[config.mk]
export PLATFORM = sky130hd
export DESIGN_NAME = gbcb_ctrl
export DESIGN_NICKNAME = d
export VERILOG_FILES = /design/src/rtl/gbcb_pkg.sv /design/src/rtl/gbcb_ctrl.sv
export SDC_FILE = /design/constraint.sdc
export NUM_CORES = 1
export LEC_CHECK = 0
export BUFFER_PORTS_ARGS = -buffer_cell sky130_fd_sc_hd__buf_2
export CAP_MARGIN = 15
export CORE_AREA = 2 2 39 41
export CTS_CLUSTER_DIAMETER = 200
export CTS_CLUSTER_SIZE = 10
export DETAILED_ROUTE_END_ITERATION = 8
export DIE_AREA = 0 0 41 43
export HOLD_SLACK_MARGIN = 0.12
export PLACE_DENSITY_LB_ADDON = 0.25
export SLEW_MARGIN = 15
export SYNTH_ARGS = -nofsm -noshare
export SYNTH_HDL_FRONTEND = slang
export SYNTH_SLANG_ARGS = --single-unit
[constraint.sdc]
create_clock -name i_clk -period 2.35 [get_ports i_clk]
set_input_delay 0.3525 -clock i_clk [delete_from_list [all_inputs] [get_ports i_clk]]
set_output_delay 0.3525 -clock i_clk [all_outputs]
set_load 0.1 [all_outputs]
[src/rtl/gbcb_pkg.sv]
package gbcb_pkg;

    localparam int DEF_MAX_WIDTH  = 1024;
    localparam int DEF_MAX_RADIUS = 4;
    localparam int HEIGHT_LIMIT   = 1024;
    localparam int KERNEL_CAP     = 4;
    localparam int CW             = 12;   // raster coordinate width
    localparam int SW             = 14;   // signed coordinate width
    localparam int NCOEF          = 5;

    typedef logic [2:0] t_cfg_idx;
    localparam t_cfg_idx REG_RADIUS = 3'd0;
    localparam t_cfg_idx REG_WIDTH  = 3'd1;
    localparam t_cfg_idx REG_HEIGHT = 3'd2;
    localparam t_cfg_idx REG_COEF0  = 3'd3;
    localparam t_cfg_idx REG_COEF1  = 3'd4;
    localparam t_cfg_idx REG_COEF2  = 3'd5;
    localparam t_cfg_idx REG_COEF3  = 3'd6;
    localparam t_cfg_idx REG_COEF4  = 3'd7;

    typedef logic [NCOEF-1:0][15:0] t_coefs;
    typedef logic signed [SW-1:0] t_scoord;

    typedef enum logic [2:0] {
        ST_IDLE,
        ST_DECIDE,
        ST_COL,
        ST_OFFS,
        ST_FIX,
        ST_MACV,
        ST_MACH,
        ST_FINISH
    } t_state;

    typedef struct packed {
        logic accept;
        logic start;
        logic col_start;
        logic offs;
        logic fix;
        logic mac_v;
        logic mac_h;
        logic finish;
    } t_cmd;

    typedef struct packed {
        logic emit;
        logic addr_ok;
        logic dy_last;
        logic dx_last;
        logic out_free;
    } t_sts;

    // copy border: q<0 reads q+r, q>=n reads q-r, then clamp into the image
    function automatic t_scoord border_map(input t_scoord q, input t_scoord n,
                                           input t_scoord r);
        t_scoord v;
        v = q;
        if (q < 0) begin
            v = q + r;
        end else if (q >= n) begin
            v = q - r;
        end
        if (v < 0) begin
            v = '0;
        end
        if (v > n - t_scoord'(1)) begin
            v = n - t_scoord'(1);
        end
        return v;
    endfunction

    function automatic logic [15:0] tap_weight(input logic signed [3:0] d,
                                               input t_coefs c);
        logic [3:0] a;
        a = (d < 0) ? 4'(-d) : 4'(d);
        if (a > 4'(KERNEL_CAP)) begin
            return 16'd0;
        end
        return c[a[2:0]];
    endfunction

endpackage

[src/rtl/gbcb_ctrl.sv]
module gbcb_ctrl
    import gbcb_pkg::*;
(
    input  logic i_clk,
    input  logic i_rst_n,
    input  logic i_valid,
    output logic o_ready,
    input  t_sts i_sts,
    output t_cmd o_cmd
);

    t_state r_state;
    t_state n_state;

    always_ff @(posedge i_clk) begin
        if (!i_rst_n) begin
            r_state <= ST_IDLE;
        end else begin
            r_state <= n_state;
        end
    end

    always_comb begin
        n_state = r_state;
        o_cmd   = '0;
        o_ready = 1'b0;
        case (r_state)
            ST_IDLE: begin
                o_ready = 1'b1;
                if (i_valid) begin
                    o_cmd.accept = 1'b1;
                    n_state      = ST_DECIDE;
                end
            end
            ST_DECIDE: begin
                if (i_sts.emit) begin
                    o_cmd.start = 1'b1;
                    n_state     = ST_COL;
                end else begin
                    n_state = ST_IDLE;
                end
            end
            ST_COL: begin
                o_cmd.col_start = 1'b1;
                n_state         = ST_OFFS;
            end
            ST_OFFS: begin
                o_cmd.offs = 1'b1;
                n_state    = ST_FIX;
            end
            ST_FIX: begin
                o_cmd.fix = 1'b1;
                if (i_sts.addr_ok) begin
                    n_state = ST_MACV;
                end
            end
            ST_MACV: begin
                o_cmd.mac_v = 1'b1;
                n_state     = i_sts.dy_last ? ST_MACH : ST_OFFS;
            end
            ST_MACH: begin
                o_cmd.mac_h = 1'b1;
                n_state     = i_sts.dx_last ? ST_FINISH : ST_COL;
            end
            ST_FINISH: begin
                if (i_sts.out_free) begin
                    o_cmd.finish = 1'b1;
                    n_state      = ST_IDLE;
                end
            end
            default: begin
                n_state = ST_IDLE;
            end
        endcase
    end

endmodule

### Word-level counts from Yosys, hierarchy flattened

Cells that the tools add are included.

| word-level totals | value |
|---|---|
| bits in registers | 3 |
| input port bits | 8 |
| output and inout port bits | 9 |

| cells by class | value |
|---|---|
| eq/ne operators | 10 |
| mux-type cells | 19 |
| reduce and logical (&&, ||, !) cells | 2 |

Operator list:

| kind | count |
|---|---|
| 3-bit one-hot mux with 8 select lines | 1 |
| 3-bit 2-to-1 mux | 5 |
| 3-bit equality test, second input constant | 4 |
| 1-bit 2-to-1 mux | 12 |
| 3-bit by 2-bit equality test with 1-bit output, second input constant | 2 |
| 2-bit inequality test, second input constant | 3 |
| 3-bit by 1-bit equality test with 1-bit output, second input constant | 1 |
| 3-bit zero test | 1 |
| 3-bit AND reduction | 1 |
| 2-bit 2-to-1 mux | 1 |

### Depth between registers and ports, before layout

Gate-level depths: netlist (run 1).

| depth | value |
|---|---|
| word-level depth | 3 |
| gate-level depth with buffers | 4 |
| depth with buffers taken out | 3 |

### Worst setup path after synthesis (run 1)

OpenSTA, ideal clock, no wires.

| timing path | value |
|---|---|
| kind | register to output |
| start | register r_state[0] |
| end | output o_cmd[6] (netlist bit) |
| arrival time | 3.630 ns |
| data required time | 1.997 ns |
| slack | -1.633 ns |
| stages on the path, launching flop included | 4 |
| buffers on the path | 1 |
| path through | dfxtp_1 > buf_6 > inv_2 > nor4b_1 |

RTL lines:

| item | line | text |
|---|---|---|
| from (decl) | gbcb_ctrl.sv:12 | `t_state r_state;` |
| from (signal assigned) | gbcb_ctrl.sv:19 | `r_state <= n_state;` |
| to (decl) | gbcb_ctrl.sv:9 | `output t_cmd o_cmd` |

==> results.md, run 1 <==
* Initial core utilization at 19.3%
* TritonCTS clock tree: yes
* Synth Area in Adders at 0%
* Final Slew Violations at 0
* Synth Flop Type: dfxtp_1
* WP data required at 2.00 ns
* Clk root buf: clkbuf_4
* Syn-to-layout area delta at 49.3%
* Longest Clk Path Bufs at 2
* Fin worst setup slack at 0.311 ns
* Max cap viols at 0
* M1 WL at 292 um
* F_max at 490 MHz
* H-tree levels at 1
* Crit path from: r_state[0]
* # rows at 14
* Initial drt markers at 7
* DRC at 0
* Number of flip-flops under the largest register name at 3
* Main combinational cell family by area after synthesis: simple AND/OR/NAND/NOR gates
* Synthesized area at 267 sq um
* R2R Path Start: r_state[0]
* Post-synthesis compound-gate area fraction at 23.0%
* Clock buffer count from CTS at 3
* Post-synthesis mux area share at 0%
* Met3 wire len at 51 um
* Num Clock Sinks at 3
* Hold buffers post-CTS at 0
* Final setup fails at 0
* Routed WL at 632 um
* VDD IR-drop max at 0.268 mV
* Dpl ws at 0.543 ns
* Core box area at 0.00138 sq mm
* Critical Path Start Type: register
* Top routing layer in use: met4
* Post-route cell area at 398 sq um
* Fin crit period at 2.04 ns
* Die ar. at 0.00176 sq mm
* Most frequent cells after synthesis: dfxtp_1, nand2_1, nor3b_1
* Syn Nets at 41
* Die span in x at 41 um
* Antenna violations before repair at 0
* Simple-gate share of the synthesized area at 42.7%
* Layout fillers at 156
* Mean Syn Cell Area at 8.08 sq um
* Post-synth cell types at 24
* Top cell type by total area after synthesis: dfxtp_1
* Critical path peak fanout at 11
* Cell count after synthesis at 33
* Vias per cell at 4.27
* Ys async rst share at 0%
* Slew headroom at 66.0%
* Synthesis-stage register bit count at 3
* Setup repair bufs after CTS at 0
* Largest net degree at the start of global routing at 16
* Synth top area share at 22.5%
* N_diodes at 0
* Post-DP Area at 372 sq um
* Sequential area share after synthesis at 22.5%
* ANT nets after route at 0
* LEAKAGE at 0.180 nW
* Top flop regs: r_state x3
* Clock insertion delay at the later pin of the skew report at 0.23 ns
* Synth top area cells: dfxtp_1, nor3b_1, nor4b_1, a2111oi_2, nor2b_4
* Final-stage net count at 59
* Vias at 282
* Ratio of final minimum period to clock period at 86.8%
* Initial DRT Pass Iterations at 2
* RSZ-0062 raised after global routing: no
* Status: complete, no violations
* GRT Total Usage at 7.72%
* I/O Buffers at 16
* CP endpoint kind: output port
* Area of the multi-input gates at 204 sq um
* Critical Path AT at 1.69 ns
* Post-CTS sizing at 0
* Die Ht at 43 um
* Vias in the first global route at 244
* Grt ovf at 0
* GP Congestion at 0.666
* WL met2 at 274 um
* First-pass GRT wire length at 910 um
* Kind of critical path: register to output port
* Biggest register: r_state
* Power Dens Cells at 694 mW/mm^2
* Synth warn at 0
* Hold Path Class: input pin to register
* HPWL after DPL at 466 um
* Fin Clk Skew at 0.000172 ns
* DR WL/cell at 9.58 um
* Hold Crit Start: i_rst_n
* Actual slew at the worst max-slew pin at 0.510 ns
* Post-Synth XOR/XNOR Area at 0%
* Share of cells above drive strength 1 at 58.0%
* Ports at 17
* Hold violation total from the final report at 0
* EDFF count, synth at 0
* FF+latch area at 60.1 sq um
* Reg clk slew, reported paths at 0.04 ns
==> where the power goes <==
part,switching (mW),internal [mW]
clock,0.0281,0.0637
sequential,0.0161,0.0554
combinational,0.0848,0.0281
total,0.129,0.147
==> worst paths after layout <==
check                                  end  slack (ns)  cells after the start
worst max register to register  r_state[2]        1.06                      3
worst min register to register  r_state[1]        0.68                      1
worst max-delay path              o_cmd[6]        0.31                      3
worst min-delay path            r_state[1]        0.38                      3
==> through the flow <==
stage / hold WS [ns] / instances / power, mW / util, % / setup TNS, ns
after floorplan: 0.491 / 33 / 0.172 / - / -0.264
after global placement: 0.630 / 62 / 0.186 / 26.9 / 0
after detailed placement: 0.627 / 62 / 0.186 / 26.9 / 0
after CTS: 0.381 / 66 / 0.278 / 28.8 / 0
after global routing: 0.396 / 66 / 0.290 / 28.8 / 0
final: 0.383 / 66 / 0.276 / 28.8 / 0
==> layer usage <==
layer | up-vias | track usage, %
met5 | - | 0
met1 | 119 | 8.65
met3 | 2 | 4.19
li1 | 151 | -
met4 | 0 | 6.00
met2 | 10 | 10.3
==> cell families after synthesis <==
logic type	after synthesis
compound gates	8
buf+inv	5
flops	3
simple gates	17
==> layout by cell type (no fill, tap or decap), drive strengths merged <==
| cell type | Yosys | routed |
|---|---|---|
| buf | 3 | 16 |
| clkbuf | 0 | 4 |
| nor3b | 3 | 3 |
| nand2 | 3 | 3 |
| dfxtp | 3 | 3 |
| o21ai | 3 | 3 |
| nor2 | 2 | 2 |
| inv | 2 | 2 |
| nor4b | 2 | 2 |
| nor3 | 2 | 2 |
| and3 | 1 | 1 |
| and2 | 1 | 1 |
| nor2b | 1 | 1 |
| and2b | 1 | 1 |
| o31ai | 1 | 1 |
| a21oi | 1 | 1 |
| nand2b | 1 | 1 |
| o21bai | 1 | 1 |
| a31oi | 1 | 1 |
| a2111oi | 1 | 1 |
==> cell type report <==
class	count	share of cell area [%]
Clock buffer	4	6.60
Sequential cell	3	15.1
Multi-Input combinational cell	25	51.3
Inverter	2	1.89
Timing Repair Buffer	16	20.1
Tap cell	16	5.03
==> critical path, stage by stage (launching register included) <==
cell,delay (ns)
dfxtp_1,0.60
inv_2,0.11
nor4b_2,0.28
buf_2,0.46
Power figures use the tool's default switching activity.
==> inputs of run 2 (changes only) <==
BUFFER_PORTS_ARGS = -buffer_cell sky130_fd_sc_hd__buf_4   (was -buffer_cell sky130_fd_sc_hd__buf_2)
==> results.md, run 2 (synthesized netlist as in run 1, its figures left out) <==
* Initial core utilization at 19.3% (unchanged)
* Fin crit period at 1.91 ns (-0.131 ns)
* Vias in the first global route at 238 (-2.5%)
* VDD IR-drop max at 0.221 mV (-17%)
* Kind of critical path: register to output port
* Final Slew Violations at 0 (unchanged)
* Routed WL at 664 um (+5.1%)
* Hold Path Class: input pin to register
* Setup repair bufs after CTS at 0 (unchanged)
* Initial DRT Pass Iterations at 3 (+1)
* Final-stage net count at 59 (unchanged)
* HPWL after DPL at 499 um (+7.0%)
* I/O Buffers at 16 (unchanged)
* Switching Power at 128 uW (-0.85%)
* Vias at 282 (unchanged)
* DR WL/cell at 10.1 um (+5.1%)
* Syn-to-layout area delta at 64.3%
* Die span in x at 41 um (unchanged)
* Final setup fails at 0 (unchanged)
* Number of flip-flops under the largest register name at 3 (unchanged)
* Top flop regs: r_state x3
* Max cap viols at 0 (unchanged)
* Hold buffers post-CTS at 0 (unchanged)
* Clk root buf: clkbuf_4
* Reg-to-reg setup timing slack at 1.04 ns (-0.02 ns)
* R2R depth at 3 (unchanged)
* F_max at 524 MHz (+6.9%)
* Worst hold slack at 0.395 ns (+0.0127 ns)
* Num Clock Sinks at 3 (unchanged)
* Critical Path AT at 1.56 ns (-0.13 ns)
* Worst setup endpoint: o_cmd[6]
* Hold violation total from the final report at 0 (unchanged)
* R2R Path Start: r_state[0]
* Antenna violations before repair at 0 (unchanged)
* Share of cells above drive strength 1 at 58.0% (unchanged)
* Die Ht at 43 um (unchanged)
* Initial drt markers at 8 (+1)
* Reg-to-reg endpoint: r_state[2]
* First-pass GRT wire length at 1.05 mm (+15%)
* Clock buffer count from CTS at 3 (unchanged)
* Fin Clk Skew at 0.00239 ns (+0.00221 ns)
* Power Dens Cells at 648 mW/mm^2 (-6.7%)
* LEAKAGE at 0.187 nW (+4.1%)
* N_diodes at 0 (unchanged)
* Slew headroom at 66.3% (+0.33 points)
* GRT Total Usage at 8.93% (+1.2 points)
* # rows at 14 (unchanged)
* Grt ovf at 0 (unchanged)
* Final setup TNS at 0 ns (unchanged)
* Reg clk slew, reported paths at 0.04 ns (about the same)
* Die ar. at 0.00176 sq mm (unchanged)
* Vias per cell at 4.27 (unchanged)
* Share of power burned in registers at 25.2% (-0.7 points)
* Largest net degree at the start of global routing at 16 (unchanged)
* Cell Int Power at 156 uW (+5.8%)
* Most common cell after layout, fill and taps aside: buf_4
* ANT nets after route at 0 (unchanged)
* Post-CTS sizing at 0 (unchanged)
* Net Sw Frac at 45.1% (-1.6 points)
* Clock Power Share at 31.7% (-1.5 points)
* WP data required at 2.00 ns (about the same)
* Critical path peak fanout at 11 (unchanged)
* Critical Path Start Type: register
* GP Congestion at 0.684 (+2.7%)
* Biggest register: r_state
* H-tree levels at 1 (unchanged)
* Clock insertion delay at the later pin of the skew report at 0.23 ns (about the same)
* Actual slew at the worst max-slew pin at 0.505 ns (-0.00491 ns)
* Most frequent cells in the layout: buf_4, nor3b_2, nand2_1, clkbuf_4, dfxtp_1
* TritonCTS clock tree: yes
* Ports at 17 (unchanged)
* Longest Clk Path Bufs at 2 (unchanged)
* Ratio of final minimum period to clock period at 81.2% (-5.6 points)
* Pwr Total at 284 uW (+2.7%)
* Core box area at 0.00138 sq mm (unchanged)
* Crit path from: r_state[0]
* Combinational cell fraction of total power at 43.1% (+2.2 points)
* Post-layout util at 31.6% (+2.9 points)
* CP endpoint kind: output port
* Status: complete, no violations
* Layout fillers at 143 (-8.3%)
* RSZ-0062 raised after global routing: no
* DRC at 0 (unchanged)
-- run 2: cell counts in the layout (fill, tap and decap cells not counted) --
No cell type changed its count.
-- run 2: worst min-delay path by stage --
stage | startpoint | endpoint | slack (ns) | cells past startpoint
finish | i_rst_n | r_state[1] | 0.40 | 3
floorplan | i_rst_n | r_state[1] | 0.49 | 2
detailed placement | i_rst_n | r_state[1] | 0.64 | 3
global placement | i_rst_n | r_state[1] | 0.64 | 3
CTS | i_rst_n | r_state[1] | 0.39 | 3
global route | i_rst_n | r_state[0] | 0.40 | 3
-- run 2: final cells by class --
class	instances	area [sq um]	area share (%)
Tap cell	16	20.0	4.57
Multi-Input combinational cell	25	204	46.6
Sequential cell	3	60.1	13.7
Clock buffer	4	26.3	6.00
Inverter	2	7.51	1.71
Timing Repair Buffer	16	120	27.4
-- run 2: metrics by stage --
| stage | cells | setup WS (ns) | area [sq um] |
|---|---|---|---|
| after floorplan | 33 | -0.264 | 295 |
| after global placement | 62 | 0.692 | 412 |
| after detailed placement | 62 | 0.672 | 412 |
| after CTS | 66 | 0.415 | 438 |
| after global routing | 66 | 0.325 | 438 |
| final | 66 | 0.442 | 438 |
-- run 2: power by group through the flow --
stage / Combinational, mW / Clock, mW / Sequential [mW]
5_1_grt: 0.128 / 0.103 / 0.0734
2_1_floorplan: 0.113 / 0 / 0.0589
3_5_place_dp: 0.123 / 0 / 0.0724
4_1_cts: 0.123 / 0.0952 / 0.0717
6_report: 0.122 / 0.0901 / 0.0714
3_3_place_gp: 0.123 / 0 / 0.0724
-- run 2: critical path: stages (launching register included) --
cell and delay [ns]:
dfxtp_1 0.60, inv_2 0.12, nor4b_2 0.28, buf_4 0.33
-- run 2: metal layers --
layer	global-route usage (%)	part of all wire, %	vias to the layer above
met1	12.5	47	123
met3	5.24	7.7	0
met4	4.00	0	0
met5	0	0	-
met2	10.6	45	10
li1	-	-	149
==> inputs of run 3 (changes only) <==
ABC_AREA = 1   (was unset)
clock period = 1.6 ns   (was 2.35 ns; I/O delays follow)
==> results.md, run 3 <==
* DRC at 0 (unchanged)
* Die span in x at 41 um (unchanged)
* Reg clk slew, reported paths at 0.04 ns (about the same)
* HPWL after DPL at 611 um (+22%)
* Longest Clk Path Bufs at 2 (unchanged)
* Combinational cell fraction of total power at 58.9% (+16 points)
* Net Sw Frac at 55.9% (+11 points)
* DR WL/cell at 8.51 um (-15%)
* Initial core utilization at 20.2% (+0.90 points)
* Post-synth cell types at 14 (-42%)
* Sequential area share after synthesis at 21.5% (-1.0 points)
* Post-DP Area at 427 sq um (+3.6%)
* F_max at 649 MHz
* CP endpoint kind: output port
* Most common cell after layout, fill and taps aside: buf_4
* Critical Path Start Type: register
* Power Dens Cells at 1310 mW/mm^2 (+100%)
* Core box area at 0.00138 sq mm (unchanged)
* Cell Int Power at 265 uW (+70%)
* Clock insertion delay at the later pin of the skew report at 0.23 ns (about the same)
* Ys async rst share at 0% (unchanged)
* Switching Power at 336 uW (+160%)
* Worst hold slack at 0.252 ns (-0.143 ns)
* Setup repair bufs after CTS at 0 (unchanged)
* Dpl ws at 0.282 ns (-0.390 ns)
* N_diodes at 0 (unchanged)
* FF+latch area at 61.3 sq um (+2.1%)
* Num Clock Sinks at 3 (unchanged)
* Ports at 17 (unchanged)
* Fin crit period at 1.54 ns
* # rows at 14 (unchanged)
* Fin Clk Skew at 0.00712 ns (+0.00473 ns)
* Initial DRT Pass Iterations at 4 (+1)
* Share of cells above drive strength 1 at 38.6% (-19 points)
* ANT nets after route at 0 (unchanged)
* Hold violation total from the final report at 0 (unchanged)
* Routed WL at 732 um (+10%)
* Cell count after synthesis at 51 (+55%)
* Area of the multi-input gates at 185 sq um (-9.2%)
* EDFF count, synth at 0 (unchanged)
* Layout fillers at 157 (+9.8%)
* GP Congestion at 0.754 (+10%)
* Syn Nets at 59 (+44%)
* RSZ-0062 raised after global routing: no
* Biggest register: r_state
* Die Ht at 43 um (unchanged)
* Ratio of final minimum period to clock period at 96.3%
* Mean Syn Cell Area at 5.47 sq um (-32%)
* Vias in the first global route at 300 (+26%)
* H-tree levels at 1 (unchanged)
* Synth top area cells: dfxtp_1, inv_1, nor2_1, nand3_1, nand2_1
* Most frequent cells in the layout: buf_4, inv_1, nand2_1, nor2_1, nand3_1
* Actual slew at the worst max-slew pin at 0.271 ns (-0.234 ns)
* Synthesis-stage register bit count at 3 (unchanged)
* Grt ovf at 0 (unchanged)
* Synthesized area at 279 sq um (+4.7%)
* Vias per cell at 4.42 (+3.4%)
* Synth warn at 0 (unchanged)
* Most frequent cells after synthesis: inv_1, nor2_1, nand2_1
* Slew headroom at 81.9% (+16 points)
* Fin worst setup slack at 0.0592 ns (-0.382 ns)
* Largest net degree at the start of global routing at 11 (-5)
* Synth top area share at 21.5% (-1.0 points)
* Clock buffer count from CTS at 3 (unchanged)
* WP data required at 1.36 ns (-0.64 ns)
* Hold Path Class: input pin to register
* TritonCTS clock tree: yes
* Final-stage net count at 79 (+34%)
* First-pass GRT wire length at 1.10 mm (+4.7%)
* Die ar. at 0.00176 sq mm (unchanged)
* Critical Path AT at 1.30 ns (-0.26 ns)
* Initial drt markers at 13 (+5)
* Number of flip-flops under the largest register name at 3 (unchanged)
* I/O Buffers at 16 (unchanged)
* Share of power burned in registers at 19.1% (-6.1 points)
* Clk root buf: clkbuf_4
* LEAKAGE at 0.265 nW (+41%)
* Status: complete, no violations
* Critical path peak fanout at 7 (-4)
* Max cap viols at 0 (unchanged)
* Syn-to-layout area delta at 64.1%
* GRT Total Usage at 9.24% (+0.31 points)
* Vias at 380 (+35%)
* Kind of critical path: register to output port
* Antenna violations before repair at 0 (unchanged)
* Top cell type by total area after synthesis: dfxtp_1
* Clock Power Share at 22.0% (-9.7 points)
* Final Slew Violations at 0 (unchanged)
* Top flop regs: r_state x3
* VDD IR-drop max at 0.490 mV (+120%)
* Final setup fails at 0 (unchanged)
* Post-route cell area at 458 sq um (+4.6%)
* Synth Flop Type: dfxtp_1
[run 3: cell types whose count changed after synthesis, moves of 2 or more]
cell     previous run  this run
nor3b_1             3         1
nand2_1             3         8
nor2_1              2        10
nor4b_1             2         0
inv_1               1        10
nand3_1             0         6
nand4_1             0         3
nor2_2              0         2
[run 3: worst paths after layout]
check,to,cells past startpoint,slack [ns],start
worst max-delay path,o_ready,4,0.06,r_state[0]
worst min-delay path,r_state[2],3,0.25,i_rst_n
worst max register to register,r_state[1],5,0.48,r_state[0]
worst min register to register,r_state[0],3,0.71,r_state[2]
[run 3: power groups by stage]
stage / registers [mW] / logic (mW) / clock network (mW)
after floorplan: 0.102 / 0.295 / 0
after global placement: 0.114 / 0.351 / 0
after detailed placement: 0.114 / 0.351 / 0
after CTS: 0.112 / 0.351 / 0.139
after global routing: 0.117 / 0.373 / 0.145
final: 0.115 / 0.354 / 0.133
[run 3: cells by family after synthesis]
| group | synth area share, % |
|---|---|
| AOI/OAI and AO/OA | 7.17 |
| buffers and inverters | 17.5 |
| DFF | 21.5 |
| and+or+nand+nor | 53.8 |
[run 3: metrics by stage]
stage	instances	total power [mW]	util [%]	TNS [ns]
finish	86	0.601	33.1	0
global route	86	0.635	33.1	0
CTS	86	0.603	32.7	0
detailed placement	82	0.465	30.8	0
global placement	82	0.465	30.8	0
floorplan	51	0.397	-	-1.27
[run 3: cell type report]
cell class | instances | share of cell area (%)
Sequential cell | 3 | 13.4
Clock buffer | 4 | 5.74
Tap cell | 16 | 4.37
Timing Repair Buffer | 16 | 27.0
Multi-Input combinational cell | 36 | 40.4
Inverter | 11 | 9.02
[run 3: worst max-delay path: stages (launching register included)]
cell and delay [ns]:
dfxtp_1 0.37, nor2_2 0.20, nand2_1 0.14, inv_1 0.08
buf_4 0.28
[run 3: what timing repair did]
action                     CTS  global route
setup endpoints to repair    0             4
resized for setup            0             2
hold buffers                 0             0
[run 3: metal layers]
layer	part of all wire (%)	up-vias	GRT usage (%)
met4	0	0	2.00
li1	-	199	-
met2	46	12	12.5
met5	0	-	0
met3	8.9	0	6.28
met1	45	169	11.9
